## config.mk

```make
export PLATFORM = sky130hd
export DESIGN_NAME = sorted_priority_queue_flat
export DESIGN_NICKNAME = d
export VERILOG_FILES = /design/src/rtl/core/spq_pkg.sv /design/src/rtl/core/spq_in_if.sv /design/src/rtl/core/spq_out_if.sv /design/src/rtl/core/sorted_priority_queue.sv /design/src/flat_wrapper.sv
export SDC_FILE = /design/constraint.sdc
export NUM_CORES = 1
export LEC_CHECK = 0
export BUFFER_PORTS_ARGS = -buffer_cell sky130_fd_sc_hd__buf_2
export CORE_UTILIZATION = 55
export CTS_BUF_LIST = sky130_fd_sc_hd__clkbuf_8
export DETAILED_ROUTE_END_ITERATION = 7
export HOLD_SLACK_MARGIN = 0.08
export PLACE_DENSITY = 0.72
export SYNTH_ARGS = -nofsm -noshare
export SYNTH_HDL_FRONTEND = slang
export SYNTH_SLANG_ARGS = --single-unit
```

## constraint.sdc

```tcl
create_clock -name i_clk -period 18.6 [get_ports i_clk]
set_input_delay 0.93 -clock i_clk [delete_from_list [all_inputs] [get_ports i_clk]]
set_output_delay 0.93 -clock i_clk [all_outputs]
set_load 0.01 [all_outputs]
```

## src/rtl/core/spq_pkg.sv

```systemverilog
// ----------------------------------------------------------------------------
// spq_pkg
// Shared sizes, codes and types of the sorted priority queue.
// ----------------------------------------------------------------------------
package spq_pkg;

    localparam int CAPACITY = 16;
    localparam int IDX_W    = $clog2(CAPACITY);
    localparam int OCC_W    = $clog2(CAPACITY + 1);

    localparam int VALUE_W  = 32;
    localparam int PRI_W    = 16;
    localparam int STATUS_W = 2;
    localparam int COUNT_W  = 5;

    typedef logic [STATUS_W-1:0] t_status;

    localparam t_status ST_ENQ   = 2'd0;
    localparam t_status ST_DEQ   = 2'd1;
    localparam t_status ST_UNDER = 2'd2;
    localparam t_status ST_FULL  = 2'd3;

    localparam logic OP_ENQ = 1'b0;
    localparam logic OP_DEQ = 1'b1;

    typedef struct packed {
        logic signed [PRI_W-1:0]   pri;
        logic signed [VALUE_W-1:0] value;
    } t_entry;

endpackage

```

## src/rtl/core/spq_in_if.sv

```systemverilog
// ----------------------------------------------------------------------------
// spq_in_if
// Request channel: enqueue or dequeue item with valid/ready handshake.
// ----------------------------------------------------------------------------
interface spq_in_if;

    logic                                valid;
    logic                                ready;
    logic                                opcode;
    logic signed [spq_pkg::VALUE_W-1:0]  item_value;
    logic signed [spq_pkg::PRI_W-1:0]    item_priority;

    modport source (
        output valid, opcode, item_value, item_priority,
        input  ready
    );

    modport sink (
        input  valid, opcode, item_value, item_priority,
        output ready
    );

endinterface

```

## src/rtl/core/spq_out_if.sv

```systemverilog
// ----------------------------------------------------------------------------
// spq_out_if
// Result channel: status, removed entry and fill level per item.
// ----------------------------------------------------------------------------
interface spq_out_if;

    logic                                valid;
    logic                                ready;
    logic [spq_pkg::STATUS_W-1:0]        status;
    logic signed [spq_pkg::VALUE_W-1:0]  out_value;
    logic signed [spq_pkg::PRI_W-1:0]    out_priority;
    logic [spq_pkg::COUNT_W-1:0]         entry_count;
    logic                                is_empty;

    modport source (
        output valid, status, out_value, out_priority, entry_count, is_empty,
        input  ready
    );

    modport sink (
        input  valid, status, out_value, out_priority, entry_count, is_empty,
        output ready
    );

endinterface

```

## src/rtl/core/sorted_priority_queue.sv

```systemverilog
// ----------------------------------------------------------------------------
// sorted_priority_queue
// Bounded priority queue kept in descending priority order in a small RAM.
// ----------------------------------------------------------------------------
// Usage:
//   i_in carries one item per request: opcode 0 enqueues item_value with
//   item_priority, opcode 1 dequeues the head entry. o_out returns one item
//   per request: status, the removed entry (zero unless dequeued), and the
//   fill level after the request.
//   Entries sit in one single-port-write RAM; a sequencer walks it with one
//   priority comparator, one entry at a time (read, then compare and
//   move). Enqueue scans from the tail up to the insert slot, moving each
//   lower entry back, then writes the new entry; an empty queue takes it at once.
//   Dequeue moves every entry forward. Full and underflow requests go
//   straight to the result state. i_in.ready is high only while idle, so
//   one request is in work at a time.
//   The result register decouples the channels: the next request is taken
//   while a result still waits; a finished result waits in the sequencer
//   until the register frees up.
//   Reset empties the queue; RAM contents are not cleared.
// ----------------------------------------------------------------------------
module sorted_priority_queue (
    input  logic       i_clk,
    input  logic       i_rst_n,
    spq_in_if.sink     i_in,
    spq_out_if.source  o_out
);

    import spq_pkg::*;

    typedef enum logic [2:0] {
        S_IDLE,
        S_RD,
        S_CMP,
        S_INS,
        S_RES
    } t_state;

    t_state                    r_state, n_state;
    logic                      r_op, n_op;
    logic signed [VALUE_W-1:0] r_val, n_val;
    logic signed [PRI_W-1:0]   r_pri, n_pri;
    logic [IDX_W-1:0]          r_idx, n_idx;
    logic [OCC_W-1:0]          r_occ, n_occ;
    t_status                   r_status, n_status;
    logic signed [VALUE_W-1:0] r_rv, n_rv;
    logic signed [PRI_W-1:0]   r_rp, n_rp;

    logic                      r_out_valid, n_out_valid;
    t_status                   r_out_status, n_out_status;
    logic signed [VALUE_W-1:0] r_out_value, n_out_value;
    logic signed [PRI_W-1:0]   r_out_pri, n_out_pri;
    logic [COUNT_W-1:0]        r_out_count, n_out_count;
    logic                      r_out_empty, n_out_empty;

    t_entry                    r_mem [CAPACITY];
    t_entry                    r_rd;
    logic                      mem_we;
    logic [IDX_W-1:0]          mem_waddr;
    t_entry                    mem_wdata;

    logic                      accept;
    logic [IDX_W-1:0]          idx_last;
    logic [IDX_W-1:0]          idx_next;
    logic                      stop;
    logic                      out_free;
    logic [OCC_W-1:0]          occ_res;

    assign i_in.ready         = (r_state == S_IDLE);
    assign accept             = i_in.valid && i_in.ready;
    assign o_out.valid        = r_out_valid;
    assign o_out.status       = r_out_status;
    assign o_out.out_value    = r_out_value;
    assign o_out.out_priority = r_out_pri;
    assign o_out.entry_count  = r_out_count;
    assign o_out.is_empty     = r_out_empty;

    assign idx_last = IDX_W'(r_occ - 1'b1);
    assign idx_next = IDX_W'(r_idx + 1'b1);
    assign out_free = !r_out_valid || o_out.ready;

    // Head ties keep the old head in front; elsewhere equal priorities move back.
    assign stop = (r_idx == '0) ? (r_rd.pri >= r_pri) : (r_rd.pri > r_pri);

    always_comb begin
        case (r_status)
            ST_ENQ:  occ_res = OCC_W'(r_occ + 1'b1);
            ST_DEQ:  occ_res = OCC_W'(r_occ - 1'b1);
            default: occ_res = r_occ;
        endcase
    end

    always_comb begin
        n_state      = r_state;
        n_op         = r_op;
        n_val        = r_val;
        n_pri        = r_pri;
        n_idx        = r_idx;
        n_occ        = r_occ;
        n_status     = r_status;
        n_rv         = r_rv;
        n_rp         = r_rp;
        n_out_valid  = r_out_valid && !o_out.ready;
        n_out_status = r_out_status;
        n_out_value  = r_out_value;
        n_out_pri    = r_out_pri;
        n_out_count  = r_out_count;
        n_out_empty  = r_out_empty;
        mem_we       = 1'b0;
        mem_waddr    = r_idx;
        mem_wdata    = r_rd;

        case (r_state)
            S_IDLE: begin
                if (accept) begin
                    n_op  = i_in.opcode;
                    n_val = i_in.item_value;
                    n_pri = i_in.item_priority;
                    n_rv  = '0;
                    n_rp  = '0;
                    if (i_in.opcode == OP_ENQ) begin
                        n_status = ST_ENQ;
                        if (r_occ == OCC_W'(CAPACITY)) begin
                            n_status = ST_FULL;
                            n_state  = S_RES;
                        end else if (r_occ == '0) begin
                            n_idx   = '0;
                            n_state = S_INS;
                        end else begin
                            n_idx   = idx_last;
                            n_state = S_RD;
                        end
                    end else begin
                        if (r_occ == '0) begin
                            n_status = ST_UNDER;
                            n_state  = S_RES;
                        end else begin
                            n_status = ST_DEQ;
                            n_idx    = '0;
                            n_state  = S_RD;
                        end
                    end
                end
            end
            S_RD: begin
                n_state = S_CMP;
            end
            S_CMP: begin
                if (r_op == OP_ENQ) begin
                    if (stop) begin
                        n_idx   = idx_next;
                        n_state = S_INS;
                    end else begin
                        mem_we    = 1'b1;
                        mem_waddr = idx_next;
                        if (r_idx == '0) begin
                            n_state = S_INS;
                        end else begin
                            n_idx   = IDX_W'(r_idx - 1'b1);
                            n_state = S_RD;
                        end
                    end
                end else begin
                    if (r_idx == '0) begin
                        n_rv = r_rd.value;
                        n_rp = r_rd.pri;
                    end else begin
                        mem_we    = 1'b1;
                        mem_waddr = IDX_W'(r_idx - 1'b1);
                    end
                    if (r_idx == idx_last) begin
                        n_state = S_RES;
                    end else begin
                        n_idx   = idx_next;
                        n_state = S_RD;
                    end
                end
            end
            S_INS: begin
                mem_we          = 1'b1;
                mem_waddr       = r_idx;
                mem_wdata.value = r_val;
                mem_wdata.pri   = r_pri;
                n_state         = S_RES;
            end
            S_RES: begin
                if (out_free) begin
                    n_out_valid  = 1'b1;
                    n_out_status = r_status;
                    n_out_value  = r_rv;
                    n_out_pri    = r_rp;
                    n_out_count  = COUNT_W'(occ_res);
                    n_out_empty  = (occ_res == '0);
                    n_occ        = occ_res;
                    n_state      = S_IDLE;
                end
            end
            default: begin
                n_state = S_IDLE;
            end
        endcase
    end

    always_ff @(posedge i_clk) begin
        if (!i_rst_n) begin
            r_state     <= S_IDLE;
            r_occ       <= '0;
            r_out_valid <= 1'b0;
        end else begin
            r_state      <= n_state;
            r_occ        <= n_occ;
            r_out_valid  <= n_out_valid;
            r_op         <= n_op;
            r_val        <= n_val;
            r_pri        <= n_pri;
            r_idx        <= n_idx;
            r_status     <= n_status;
            r_rv         <= n_rv;
            r_rp         <= n_rp;
            r_out_status <= n_out_status;
            r_out_value  <= n_out_value;
            r_out_pri    <= n_out_pri;
            r_out_count  <= n_out_count;
            r_out_empty  <= n_out_empty;
        end
    end

    // Entry RAM: one write port, one registered read port.
    always_ff @(posedge i_clk) begin
        if (mem_we) begin
            r_mem[mem_waddr] <= mem_wdata;
        end
        r_rd <= r_mem[r_idx];
    end

    a_occ_bound: assert property (@(posedge i_clk) disable iff (!i_rst_n)
        r_occ <= OCC_W'(CAPACITY))
        else $error("occupancy above capacity");

    a_ins_to_res: assert property (@(posedge i_clk) disable iff (!i_rst_n)
        (r_state == S_INS) |=> (r_state == S_RES) && (r_status == ST_ENQ))
        else $error("insert did not complete as enqueue");

    a_accept_busy: assert property (@(posedge i_clk) disable iff (!i_rst_n)
        accept |=> (r_state != S_IDLE))
        else $error("accepted item did not start work");

    a_zero_payload: assert property (@(posedge i_clk) disable iff (!i_rst_n)
        (o_out.valid && (o_out.status != ST_DEQ)) |->
            (o_out.out_value == '0) && (o_out.out_priority == '0))
        else $error("nonzero entry on result without dequeue");

endmodule

```

## src/flat_wrapper.sv

```systemverilog
// flat-port wrapper written by rule: the top's interface ports become plain ports
module sorted_priority_queue_flat import spq_pkg::*;
  (i_clk, i_rst_n, i_in_valid, i_in_opcode, i_in_item_value, i_in_item_priority, i_in_ready, o_out_valid, o_out_status, o_out_out_value, o_out_out_priority, o_out_entry_count, o_out_is_empty, o_out_ready);
  spq_in_if i_in_i ();
  spq_out_if o_out_i ();
  input  logic i_clk;
  input  logic i_rst_n;
  input wire logic [$bits(i_in_i.valid)-1:0] i_in_valid;
  input wire logic [$bits(i_in_i.opcode)-1:0] i_in_opcode;
  input wire logic [$bits(i_in_i.item_value)-1:0] i_in_item_value;
  input wire logic [$bits(i_in_i.item_priority)-1:0] i_in_item_priority;
  output wire logic [$bits(i_in_i.ready)-1:0] i_in_ready;
  output wire logic [$bits(o_out_i.valid)-1:0] o_out_valid;
  output wire logic [$bits(o_out_i.status)-1:0] o_out_status;
  output wire logic [$bits(o_out_i.out_value)-1:0] o_out_out_value;
  output wire logic [$bits(o_out_i.out_priority)-1:0] o_out_out_priority;
  output wire logic [$bits(o_out_i.entry_count)-1:0] o_out_entry_count;
  output wire logic [$bits(o_out_i.is_empty)-1:0] o_out_is_empty;
  input wire logic [$bits(o_out_i.ready)-1:0] o_out_ready;
  assign i_in_i.valid = i_in_valid;
  assign i_in_i.opcode = i_in_opcode;
  assign i_in_i.item_value = i_in_item_value;
  assign i_in_i.item_priority = i_in_item_priority;
  assign i_in_ready = i_in_i.ready;
  assign o_out_valid = o_out_i.valid;
  assign o_out_status = o_out_i.status;
  assign o_out_out_value = o_out_i.out_value;
  assign o_out_out_priority = o_out_i.out_priority;
  assign o_out_entry_count = o_out_i.entry_count;
  assign o_out_is_empty = o_out_i.is_empty;
  assign o_out_i.ready = o_out_ready;
  sorted_priority_queue u_core (.i_clk(i_clk), .i_rst_n(i_rst_n), .i_in(i_in_i), .o_out(o_out_i));
endmodule
```

==> results of run 1 <==
-- power breakdown --
group          leakage (nW)  switching (mW)  total [mW]  internal (mW)
registers              8.86          0.0433        2.67           2.63
logic                  3.35           0.334       0.540          0.206
clock network          1.63           0.795        1.64          0.842
-- stage by stage --
stage / total power [mW] / worst slack, ns / utilization, % / hold WS, ns
after floorplan: 3.07 / 11.03 / - / 0.400
after global placement: 3.24 / 14.61 / 58.7 / 0.401
after detailed placement: 3.26 / 14.50 / 58.7 / 0.405
after CTS: 4.89 / 14.45 / 63.0 / 0.252
after global routing: 5.03 / 14.11 / 63.0 / 0.271
final: 4.85 / 14.42 / 63.0 / 0.321
-- cells by family after synthesis --
logic type | Yosys count | synth area share (%)
DFF | 984 | 78.2
AOI/OAI and AO/OA | 73 | 1.44
buffers and inverters | 105 | 1.09
and+or+nand+nor | 166 | 2.51
xor gates and xnor gates | 17 | 0.402
muxes | 277 | 15.7
adders and majority gates | 20 | 0.675
-- area by class of cell --
cell class | count | area (um^2)
diodes | 2 | 5.00
well taps | 864 | 1080
clock buffers | 168 | 2310
clock inverters | 106 | 483
fillers | 4426 | 24500
flip-flops and latches | 984 | 29000
repair buffers | 158 | 936
inverters | 22 | 82.6
multi-input cells | 553 | 7810
-- worst reg2reg max path, stage by stage (launching register included) --
cell      delay (ns)
edfxtp_1        0.33
buf_4           0.56
inv_1           0.15
ha_1            0.24
nor2b_1         0.16
nand2b_1        0.21
nand2_1         0.11
o41a_1          0.18
a21oi_1         0.22
o211ai_1        0.45
nor4_2          0.40
buf_4           0.75
-- routing by layer --
metal | up-vias | track usage (%) | share of wire [%]
li1 | 7383 | - | -
met1 | 9137 | 31.5 | 42
met2 | 701 | 34.9 | 49
met3 | 121 | 4.21 | 6.6
met4 | 0 | 8.11 | 2.3
met5 | - | 0 | 0
-- sequential cells by signal, summed over array words and instances, names as in the netlist, 5 cells and up --
register / cells
u_core.r_val: 32
u_core.r_rv: 32
u_core.r_rd: 48
u_core.r_mem: 768
u_core.o_out.entry_count: 5
u_core.r_occ: 5
u_core.o_out.out_value: 32
u_core.r_rp: 16
u_core.o_out.out_priority: 16
u_core.r_pri: 16
-- how the worst max path moves through the flow --
stage	from	endpoint	slack [ns]	depth (start not counted)
floorplan	u_core.r_idx[0]$_DFFE_PP_	u_core.r_mem[2][0]$_DFFE_PP_	11.03	11
global placement	u_core.r_idx[0]$_DFFE_PP_	u_core.r_rd[11]$_DFF_P_	14.61	5
detailed placement	u_core.r_idx[1]$_DFFE_PP_	u_core.r_mem[11][17]$_DFFE_PP_	14.50	11
CTS	u_core.r_idx[1]$_DFFE_PP_	u_core.r_mem[11][28]$_DFFE_PP_	14.45	11
global route	u_core.r_idx[1]$_DFFE_PP_	u_core.r_mem[11][39]$_DFFE_PP_	14.11	11
finish	u_core.r_idx[1]$_DFFE_PP_	u_core.r_mem[11][15]$_DFFE_PP_	14.42	11
-- cells in the final DEF, fill, tap and decap left out, types with 8 or more instances in the layout --
cell and n:
nor2_1 19, mux4_2 240, buf_4 46, o21ai_0 17, nor4_2 9, buf_2 110, clkinv_1 29, clkinv_2 12
a21oi_1 13, nor3_2 8, inv_1 77, edfxtp_1 927, clkbuf_8 168, dfxtp_1 56, mux2_2 35, xnor2_1 11
ha_1 20, and3_1 48, nand2_1 27, nor3_1 8
==> metrics.txt, run 1 <==
# TYPE chip_impl_metric gauge
chip_impl_info{name="status",value="finished, final reports clean"} 1
chip_impl_metric{name="route.antenna.remaining_nets",unit=""} 0
chip_impl_metric{name="actual_transition_at_the_worst_max_transition_pin",unit="ns"} 1.31
chip_impl_metric{name="cts_inserted_buffers",unit=""} 150
chip_impl_metric{name="synth.top_cell.area_share",unit="%"} 75.1
chip_impl_metric{name="period_share",unit="%"} 22.5
chip_impl_metric{name="cts-htree-levels",unit=""} 4
chip_impl_metric{name="synth.ff_latch_count",unit=""} 984
chip_impl_info{name="min_to",value="u_core.r_val[30]$_DFFE_PP_"} 1
chip_impl_metric{name="syn_nets",unit=""} 1715
chip_impl_metric{name="via_count_of_the_first_global_routing_pass",unit=""} 17920
chip_impl_metric{name="first_iter_violations",unit=""} 1646
chip_impl_metric{name="gr-total-overflow",unit=""} 0
chip_impl_info{name="crit_chain",value="buf_4 -> inv_1 -> ha_1 -> nor2b_1 -> nand2b_1 -> nand2_1 -> o41a_1 -> a21oi_1 -> o211ai_1 -> nor4_2 -> buf_4"} 1
chip_impl_metric{name="place_inst",unit=""} 2581
chip_impl_metric{name="crit_path_max_fanout",unit=""} 49
chip_impl_metric{name="power.density_cell_area",unit="nW/um^2"} 116
chip_impl_info{name="clock_tree.root_cell",value="clkbuf_8"} 1
chip_impl_metric{name="numPortBuffers",unit=""} 110
chip_impl_info{name="synth_top_cell_by_area",value="edfxtp_1"} 1
chip_impl_metric{name="setup_viol_count_final",unit=""} 0
chip_impl_metric{name="critical_path_data_required_time",unit="ns"} 18.99
chip_impl_metric{name="avgViaCountPerCell",unit=""} 6.07
chip_impl_metric{name="wirelength",unit="mm"} 73.2
chip_impl_info{name="yosysMostFrequentCell",value="edfxtp_1"} 1
chip_impl_info{name="category_of_cells_accounting_for_the_largest_share_of_critical_path_delay",value="buffers and inverters"} 1
chip_impl_metric{name="maximum_buffer_depth_of_the_clock_tree",unit=""} 3
chip_impl_metric{name="clock_sink_count",unit=""} 984
chip_impl_info{name="cts_tree",value="built"} 1
chip_impl_metric{name="post-cts-setup-buffers",unit=""} 0
chip_impl_info{name="hold_path.class",value="primary input to flip-flop"} 1
chip_impl_info{name="min_from",value="i_in_item_value[30]"} 1
chip_impl_info{name="unrepaired_setup_endpoints_after_global_routing",value="no"} 1
chip_impl_metric{name="horizontal_extent_of_the_die",unit="um"} 262
chip_impl_metric{name="dpl-instance-area",unit="um^2"} 38900
chip_impl_metric{name="synth_cells",unit=""} 1642
chip_impl_metric{name="cts-hold-fix-buffers",unit=""} 0
chip_impl_info{name="cp_slowest_cell",value="buf_4"} 1
chip_impl_metric{name="area_of_all_placed_cells_without_fillers",unit="um^2"} 41700
chip_impl_metric{name="worst_ep_arrival_time",unit="ns"} 4.57
chip_impl_info{name="yosys-top-cells-count",value="edfxtp_1, mux4_2, dfxtp_1, clkbuf_1, and3_1"} 1
chip_impl_info{name="type_of_the_setup_path_with_the_least_slack",value="flip-flop to flip-flop"} 1
chip_impl_metric{name="share_of_synthesized_flip_flops_with_an_asynchronous_set_or_reset",unit="%"} 0
chip_impl_metric{name="final_cells",unit=""} 2857
chip_impl_metric{name="fraction_of_final_layout_cells_sized_beyond_drive_strength_1",unit="%"} 33.1
chip_impl_metric{name="minimum_period_implied_by_the_final_worst_setup_slack",unit="ns"} 4.18
chip_impl_metric{name="reported_leakage_power",unit="nW"} 13.8
chip_impl_metric{name="power.ir.vdd_worst",unit="uV"} 52.7
chip_impl_metric{name="yosysSeqAreaShare",unit="%"} 78.2
chip_impl_metric{name="ys_warn_count",unit=""} 0
chip_impl_info{name="rr_endpoint",value="u_core.r_mem[11][15]$_DFFE_PP_"} 1
chip_impl_metric{name="synth_enable_flop_cells",unit=""} 927
chip_impl_metric{name="vias",unit=""} 17342
chip_impl_metric{name="routedWlPerCell",unit="um"} 25.6
chip_impl_info{name="synth_flop_cell",value="edfxtp_1"} 1
chip_impl_info{name="cp_common_cell",value="buf_4"} 1
chip_impl_metric{name="slew_headroom",unit="%"} 12.0
chip_impl_metric{name="cts.repair.resized",unit=""} 0
chip_impl_metric{name="report.final.slew_viol_count",unit=""} 0
chip_impl_metric{name="top_ports",unit=""} 111
chip_impl_metric{name="worstSkewPairLatency",unit="ns"} 0.78
chip_impl_metric{name="clkTransAtPathRegs",unit="ns"} 0.06
chip_impl_metric{name="num-nets-final",unit=""} 1942
chip_impl_metric{name="max_cap_viol_count",unit=""} 0
chip_impl_metric{name="placementRows",unit=""} 94
chip_impl_metric{name="holdPathStages",unit=""} 1
chip_impl_metric{name="synth_area",unit="um^2"} 37100
chip_impl_info{name="start_of_the_worst_register_to_register_path",value="u_core.r_idx[1]$_DFFE_PP_"} 1
chip_impl_metric{name="setup.reg_to_reg.worst_slack",unit="ns"} 14.42
chip_impl_metric{name="post_synth_num_cell_types",unit=""} 63
chip_impl_metric{name="place_congestion",unit=""} 0.815
chip_impl_metric{name="reg2regPathDepth",unit=""} 11
chip_impl_metric{name="die_area",unit="um^2"} 68400
chip_impl_metric{name="final_hold_viol_count",unit=""} 0
chip_impl_metric{name="drt_pass1_iterations",unit=""} 7
chip_impl_metric{name="grt_util_all_layers",unit="%"} 22.2
chip_impl_metric{name="cpPeakStageDelay",unit="ns"} 0.75
chip_impl_info{name="synth.top_cells.by_area",value="edfxtp_1, mux4_2, dfxtp_1"} 1
chip_impl_metric{name="start_util",unit="%"} 56.0
chip_impl_metric{name="dpl.hpwl",unit="mm"} 37.7
chip_impl_metric{name="flow.area_growth_from_synthesis",unit="%"} 12.5
chip_impl_metric{name="crit_buf_inv",unit=""} 3
chip_impl_metric{name="achievable-frequency",unit="MHz"} 239
chip_impl_metric{name="number_of_antenna_violations_at_the_first_check_in_global_routing",unit=""} 4
chip_impl_metric{name="fin_worst_skew",unit="ns"} 0.0242
chip_impl_metric{name="setup_tns",unit="ns"} 0
chip_impl_metric{name="route.detailed.drc",unit=""} 0
chip_impl_metric{name="die_y",unit="um"} 262
chip_impl_metric{name="global_route_wire_length_before_repair",unit="mm"} 110
chip_impl_info{name="critical_path.startpoint_type",value="flip-flop"} 1
chip_impl_metric{name="synthesized_area_divided_by_synthesized_cell_count",unit="um^2"} 22.6
chip_impl_info{name="critical_path.endpoint_type",value="flip-flop"} 1
chip_impl_metric{name="placeableCoreArea",unit="um^2"} 66200
chip_impl_metric{name="maximum_number_of_pins_on_one_net_before_global_route_repair",unit=""} 155
Power figures use the tool's default switching activity.
==> run 2: changes to the inputs <==
--- a/config.mk
+++ b/config.mk
@@ -5,6 +5,7 @@
 export SDC_FILE = /design/constraint.sdc
 export NUM_CORES = 1
 export LEC_CHECK = 0
+export ABC_AREA = 1
 export BUFFER_PORTS_ARGS = -buffer_cell sky130_fd_sc_hd__buf_2
 export CORE_UTILIZATION = 55
 export CTS_BUF_LIST = sky130_fd_sc_hd__clkbuf_8
==> constraint.sdc (replaced) <==
create_clock -name i_clk -period 4 [get_ports i_clk]
set_input_delay 0.2 -clock i_clk [delete_from_list [all_inputs] [get_ports i_clk]]
set_output_delay 0.2 -clock i_clk [all_outputs]
set_load 0.01 [all_outputs]
==> run 2 against run 1 <==
  * Cell count rose by 42%
  * Via count rose by 40%
  * Combinational power rose to 19 times the previous value
  * Sequential power rose to 5.4 times the previous value
  * Clock power rose to 4.8 times the previous value
  * Area after synthesis rose by 1.5%
  * Die area rose by 1.5%
  * Clock skew rose by 0.0071 ns
  * Critical path type unchanged
  * Largest cell class unchanged
==> metrics.txt, run 2 <==
# TYPE chip_impl_metric gauge
chip_impl_info{name="status",value="finished, final reports clean"} 1
chip_impl_info{name="cts_tree",value="built"} 1
chip_impl_metric{name="power.ir.vdd_worst",unit="uV"} 721
chip_impl_metric{name="synth_cells",unit=""} 2791
chip_impl_metric{name="die_y",unit="um"} 264
chip_impl_info{name="category_of_cells_accounting_for_the_largest_share_of_critical_path_delay",value="simple AND/OR/NAND/NOR gates"} 1
chip_impl_info{name="synth.top_cells.by_area",value="edfxtp_1, o21ai_0, nor2_1"} 1
chip_impl_info{name="unrepaired_setup_endpoints_after_global_routing",value="no"} 1
chip_impl_metric{name="period_share",unit="%"} 86.9
chip_impl_info{name="hold_path.class",value="primary input to flip-flop"} 1
chip_impl_metric{name="cpPeakStageDelay",unit="ns"} 0.43
chip_impl_metric{name="placeableCoreArea",unit="um^2"} 67400
chip_impl_metric{name="wirelength",unit="mm"} 92.3
chip_impl_metric{name="clock_sink_count",unit=""} 984
chip_impl_metric{name="detailroute.wirelength.met3",unit="mm"} 9.61
chip_impl_info{name="synth_top_cell_by_area",value="edfxtp_1"} 1
chip_impl_metric{name="synth.top_cell.area_share",unit="%"} 74.0
chip_impl_metric{name="global_route_wire_length_before_repair",unit="mm"} 140
chip_impl_metric{name="report.final.slew_viol_count",unit=""} 0
chip_impl_metric{name="critical_path_data_required_time",unit="ns"} 4.45
chip_impl_metric{name="ys_warn_count",unit=""} 0
chip_impl_metric{name="post_synth_num_cell_types",unit=""} 36
chip_impl_metric{name="drt-met1-wl",unit="mm"} 38.0
chip_impl_info{name="top_layer",value="met4"} 1
chip_impl_info{name="min_to",value="u_core.r_pri[7]$_DFFE_PP_"} 1
chip_impl_metric{name="multiplexer_area_fraction_after_synthesis",unit="%"} 0
chip_impl_info{name="yosys-top-cells-count",value="edfxtp_1, nor2_1, o21ai_0, nand2_1, clkbuf_1"} 1
chip_impl_metric{name="slew_headroom",unit="%"} 7.01
chip_impl_metric{name="via_count_of_the_first_global_routing_pass",unit=""} 23836
chip_impl_info{name="critical_path.endpoint_type",value="flip-flop"} 1
chip_impl_info{name="start_of_the_worst_register_to_register_path",value="u_core.r_pri[15]$_DFFE_PP_"} 1
chip_impl_metric{name="setup.reg_to_reg.worst_slack",unit="ns"} 0.52
chip_impl_metric{name="synth_compound_area_share",unit="%"} 10.5
chip_impl_metric{name="grt_util_all_layers",unit="%"} 26.7
chip_impl_metric{name="power.share.switching",unit="%"} 36.8
chip_impl_info{name="reg_top3",value="u_core.r_mem: 768 flops, u_core.r_rd: 48 flops"} 1
chip_impl_info{name="most-common-layout-cells",value="edfxtp_1, nor2_1, o21ai_0, nand2_1, inv_1"} 1
chip_impl_info{name="cp_slowest_cell",value="nor2_4"} 1
chip_impl_metric{name="synth.ff_latch_count",unit=""} 984
chip_impl_metric{name="share_of_synthesized_flip_flops_with_an_asynchronous_set_or_reset",unit="%"} 0
chip_impl_metric{name="synthesized_area_divided_by_synthesized_cell_count",unit="um^2"} 13.5
chip_impl_metric{name="die_area",unit="um^2"} 69500
chip_impl_info{name="synth_flop_cell",value="edfxtp_1"} 1
chip_impl_metric{name="worstSkewPairLatency",unit="ns"} 0.80
chip_impl_metric{name="power.switching",unit="mW"} 12.0
chip_impl_info{name="critical_path.startpoint_type",value="flip-flop"} 1
chip_impl_metric{name="start_util",unit="%"} 55.8
chip_impl_metric{name="sequentialPowerShare",unit="%"} 44.1
chip_impl_metric{name="avgViaCountPerCell",unit=""} 6.01
chip_impl_info{name="rr_endpoint",value="u_core.r_mem[6][5]$_DFFE_PP_"} 1
chip_impl_metric{name="holdPathStages",unit=""} 2
chip_impl_metric{name="fin_worst_skew",unit="ns"} 0.0312
chip_impl_info{name="type_of_the_setup_path_with_the_least_slack",value="flip-flop to flip-flop"} 1
chip_impl_info{name="largest_family_of_logic_cells_by_synthesized_area",value="compound AO/OA/AOI/OAI gates"} 1
chip_impl_metric{name="maximum_buffer_depth_of_the_clock_tree",unit=""} 3
chip_impl_info{name="most_flops_register",value="u_core.r_mem"} 1
chip_impl_metric{name="power.density_cell_area",unit="nW/um^2"} 753
chip_impl_metric{name="post-cts-setup-buffers",unit=""} 0
chip_impl_metric{name="yosys.area_share.adder",unit="%"} 0.665
chip_impl_info{name="clock_tree.root_cell",value="clkbuf_8"} 1
chip_impl_metric{name="reg2regPathDepth",unit=""} 15
chip_impl_metric{name="largest_reg_flops",unit=""} 768
chip_impl_metric{name="fin_total_pwr",unit="mW"} 32.5
chip_impl_metric{name="num-fill-cells",unit=""} 4855
chip_impl_metric{name="met2_wirelength",unit="mm"} 43.0
chip_impl_metric{name="worst_ep_arrival_time",unit="ns"} 3.93
chip_impl_metric{name="synth_enable_flop_cells",unit=""} 927
chip_impl_metric{name="max_cap_viol_count",unit=""} 0
chip_impl_metric{name="final_hold_viol_count",unit=""} 0
chip_impl_metric{name="flow.area_growth_from_synthesis",unit="%"} 14.8
chip_impl_metric{name="placementRows",unit=""} 95
chip_impl_metric{name="minimum_period_implied_by_the_final_worst_setup_slack",unit="ns"} 3.48
chip_impl_metric{name="fraction_of_final_layout_cells_sized_beyond_drive_strength_1",unit="%"} 13.7
chip_impl_metric{name="horizontal_extent_of_the_die",unit="um"} 264
chip_impl_metric{name="gr-total-overflow",unit=""} 0
chip_impl_metric{name="first_iter_violations",unit=""} 3292
chip_impl_metric{name="internal_power",unit="mW"} 20.6
chip_impl_metric{name="drt_pass1_iterations",unit=""} 5
chip_impl_metric{name="vias",unit=""} 24328
chip_impl_metric{name="syn_nets",unit=""} 2864
chip_impl_info{name="yosysMostFrequentCell",value="edfxtp_1"} 1
chip_impl_info{name="cp_common_cell",value="nand3_1"} 1
chip_impl_metric{name="final.setup.worst_slack",unit="ns"} 0.524
chip_impl_metric{name="synthXorXnorAreaFrac",unit="%"} 0.209
chip_impl_metric{name="setup_viol_count_final",unit=""} 0
chip_impl_metric{name="routedWlPerCell",unit="um"} 22.8
chip_impl_metric{name="cts_inserted_buffers",unit=""} 154
chip_impl_metric{name="power.clock.fraction",unit="%"} 24.1
chip_impl_metric{name="route.detailed.drc",unit=""} 0
chip_impl_metric{name="place_ws",unit="ns"} 0.518
chip_impl_metric{name="yosysSeqAreaShare",unit="%"} 77.0
chip_impl_metric{name="synth_area",unit="um^2"} 37600
chip_impl_metric{name="maximum_number_of_pins_on_one_net_before_global_route_repair",unit=""} 221
chip_impl_metric{name="dpl.hpwl",unit="mm"} 51.1
chip_impl_metric{name="pwr-share-comb",unit="%"} 31.8
chip_impl_info{name="mostFrequentLayoutCell",value="edfxtp_1"} 1
chip_impl_metric{name="clkTransAtPathRegs",unit="ns"} 0.06
chip_impl_metric{name="crit_path_max_fanout",unit=""} 39
chip_impl_metric{name="number_of_antenna_violations_at_the_first_check_in_global_routing",unit=""} 1
chip_impl_metric{name="area_share_of_and_or_nand_nor_cells_after_synthesis",unit="%"} 8.73
chip_impl_metric{name="reported_leakage_power",unit="nW"} 14.9
chip_impl_metric{name="route.antenna.remaining_nets",unit=""} 0
chip_impl_metric{name="crit_buf_inv",unit=""} 3
chip_impl_metric{name="numPortBuffers",unit=""} 110
chip_impl_metric{name="top_ports",unit=""} 111
chip_impl_metric{name="cts-htree-levels",unit=""} 4
chip_impl_metric{name="place_congestion",unit=""} 0.828
chip_impl_info{name="min_from",value="i_in_item_priority[7]"} 1
chip_impl_metric{name="num-nets-final",unit=""} 3116
chip_impl_info{name="crit_chain",value="inv_1 -> ha_1 -> nand2_1 -> nor2_2 -> nand2_2 -> nor3_2 -> inv_1 -> nand3_4 -> nand2_4 -> nand3_1 -> nand3_1 -> nand2_1 -> nand3_1 -> nor2_4 -> buf_12"} 1
chip_impl_metric{name="actual_transition_at_the_worst_max_transition_pin",unit="ns"} 1.39
chip_impl_metric{name="achievable-frequency",unit="MHz"} 288
[run 2: cell count changes after synthesis, sizes merged, moves of 9 or more]
| cell | before | now |
|---|---|---|
| nand3 | 6 | 95 |
| clkbuf | 51 | 136 |
| mux4 | 240 | 0 |
| mux2 | 35 | 0 |
| o221ai | 2 | 76 |
| o211ai | 6 | 24 |
| o21ai | 21 | 450 |
| and3 | 50 | 0 |
| nor3 | 16 | 5 |
| inv | 22 | 116 |
| nand2 | 27 | 217 |
| nor2 | 20 | 474 |
| nor4 | 11 | 2 |
| o22ai | 1 | 117 |
[run 2: cell families after synthesis]
| logic type | Yosys count |
|---|---|
| compound gates | 687 |
| simple gates | 805 |
| fa+ha+maj | 20 |
| buf+inv | 286 |
| xor+xnor | 9 |
| flops | 984 |
[run 2: timing repair]
| item | CTS | global route |
|---|---|---|
| hold endpoints to repair | 64 | 0 |
| hold buffers | 79 | 0 |
| endpoints found under the setup margin | 0 | 0 |
| resized for setup | 0 | 0 |
[run 2: final cells by class]
cell class	count	area (um^2)	share of cell area, %
timing repair buffer	266	2100	4.86
tap	873	1090	2.53
clock buffer	164	2260	5.22
inverter	116	445	1.03
antenna	1	2.50	0.00579
sequential	984	29000	67.1
clock inverter	120	613	1.42
multi-input combinational	1521	7730	17.9
[run 2: worst max path at each step]
| stage | cells past startpoint | from | end |
|---|---|---|---|
| 2_1_floorplan | 15 | u_core.r_idx[0]$_DFFE_PP_ | u_core.r_mem[4][0]$_DFFE_PP_ |
| 3_3_place_gp | 15 | u_core.r_pri[15]$_DFFE_PP_ | u_core.r_mem[6][5]$_DFFE_PP_ |
| 3_5_place_dp | 15 | u_core.r_pri[15]$_DFFE_PP_ | u_core.r_mem[6][5]$_DFFE_PP_ |
| 4_1_cts | 15 | u_core.r_pri[15]$_DFFE_PP_ | u_core.r_mem[6][5]$_DFFE_PP_ |
| 5_1_grt | 15 | u_core.r_pri[15]$_DFFE_PP_ | u_core.r_mem[6][33]$_DFFE_PP_ |
| 6_report | 15 | u_core.r_pri[15]$_DFFE_PP_ | u_core.r_mem[6][5]$_DFFE_PP_ |
[run 2: worst register-to-register path, cell delays in order, from the launching register on]
cell,delay [ns]
edfxtp_1,0.35
inv_1,0.05
ha_1,0.33
nand2_1,0.11
nor2_2,0.15
nand2_2,0.09
nor3_2,0.25
inv_1,0.12
nand3_4,0.14
nand2_4,0.09
nand3_1,0.07
nand3_1,0.15
nand2_1,0.13
nand3_1,0.32
nor2_4,0.43
buf_12,0.32
[run 2: per-layer routing]
metal | up-vias | global-route usage, %
met5 | - | 0
met4 | 0 | 8.01
met3 | 143 | 5.76
met2 | 1439 | 41.1
met1 | 11937 | 38.4
li1 | 10809 | -
[run 2: per-stage QoR]
step                hold WS [ns]  util (%)  instance area, um^2  std cells  TNS (ns)
finish                     0.134      64.1                43200       4045         0
global placement           0.376      58.7                39500       3679         0
detailed placement         0.378      58.7                39500       3679         0
global route              0.0843      64.1                43200       4045         0
CTS                       0.0810      64.1                43200       4042         0
floorplan                  0.299         -                37600       2791   -550.63
[run 2: power groups by stage]
stage	registers [mW]	clock network, mW	logic [mW]
after global placement	14.5	0	9.67
after floorplan	14.5	0	6.06
after detailed placement	14.6	0	10.0
after global routing	14.4	8.42	11.2
final	14.4	7.84	10.3
after CTS	14.4	7.96	10.1
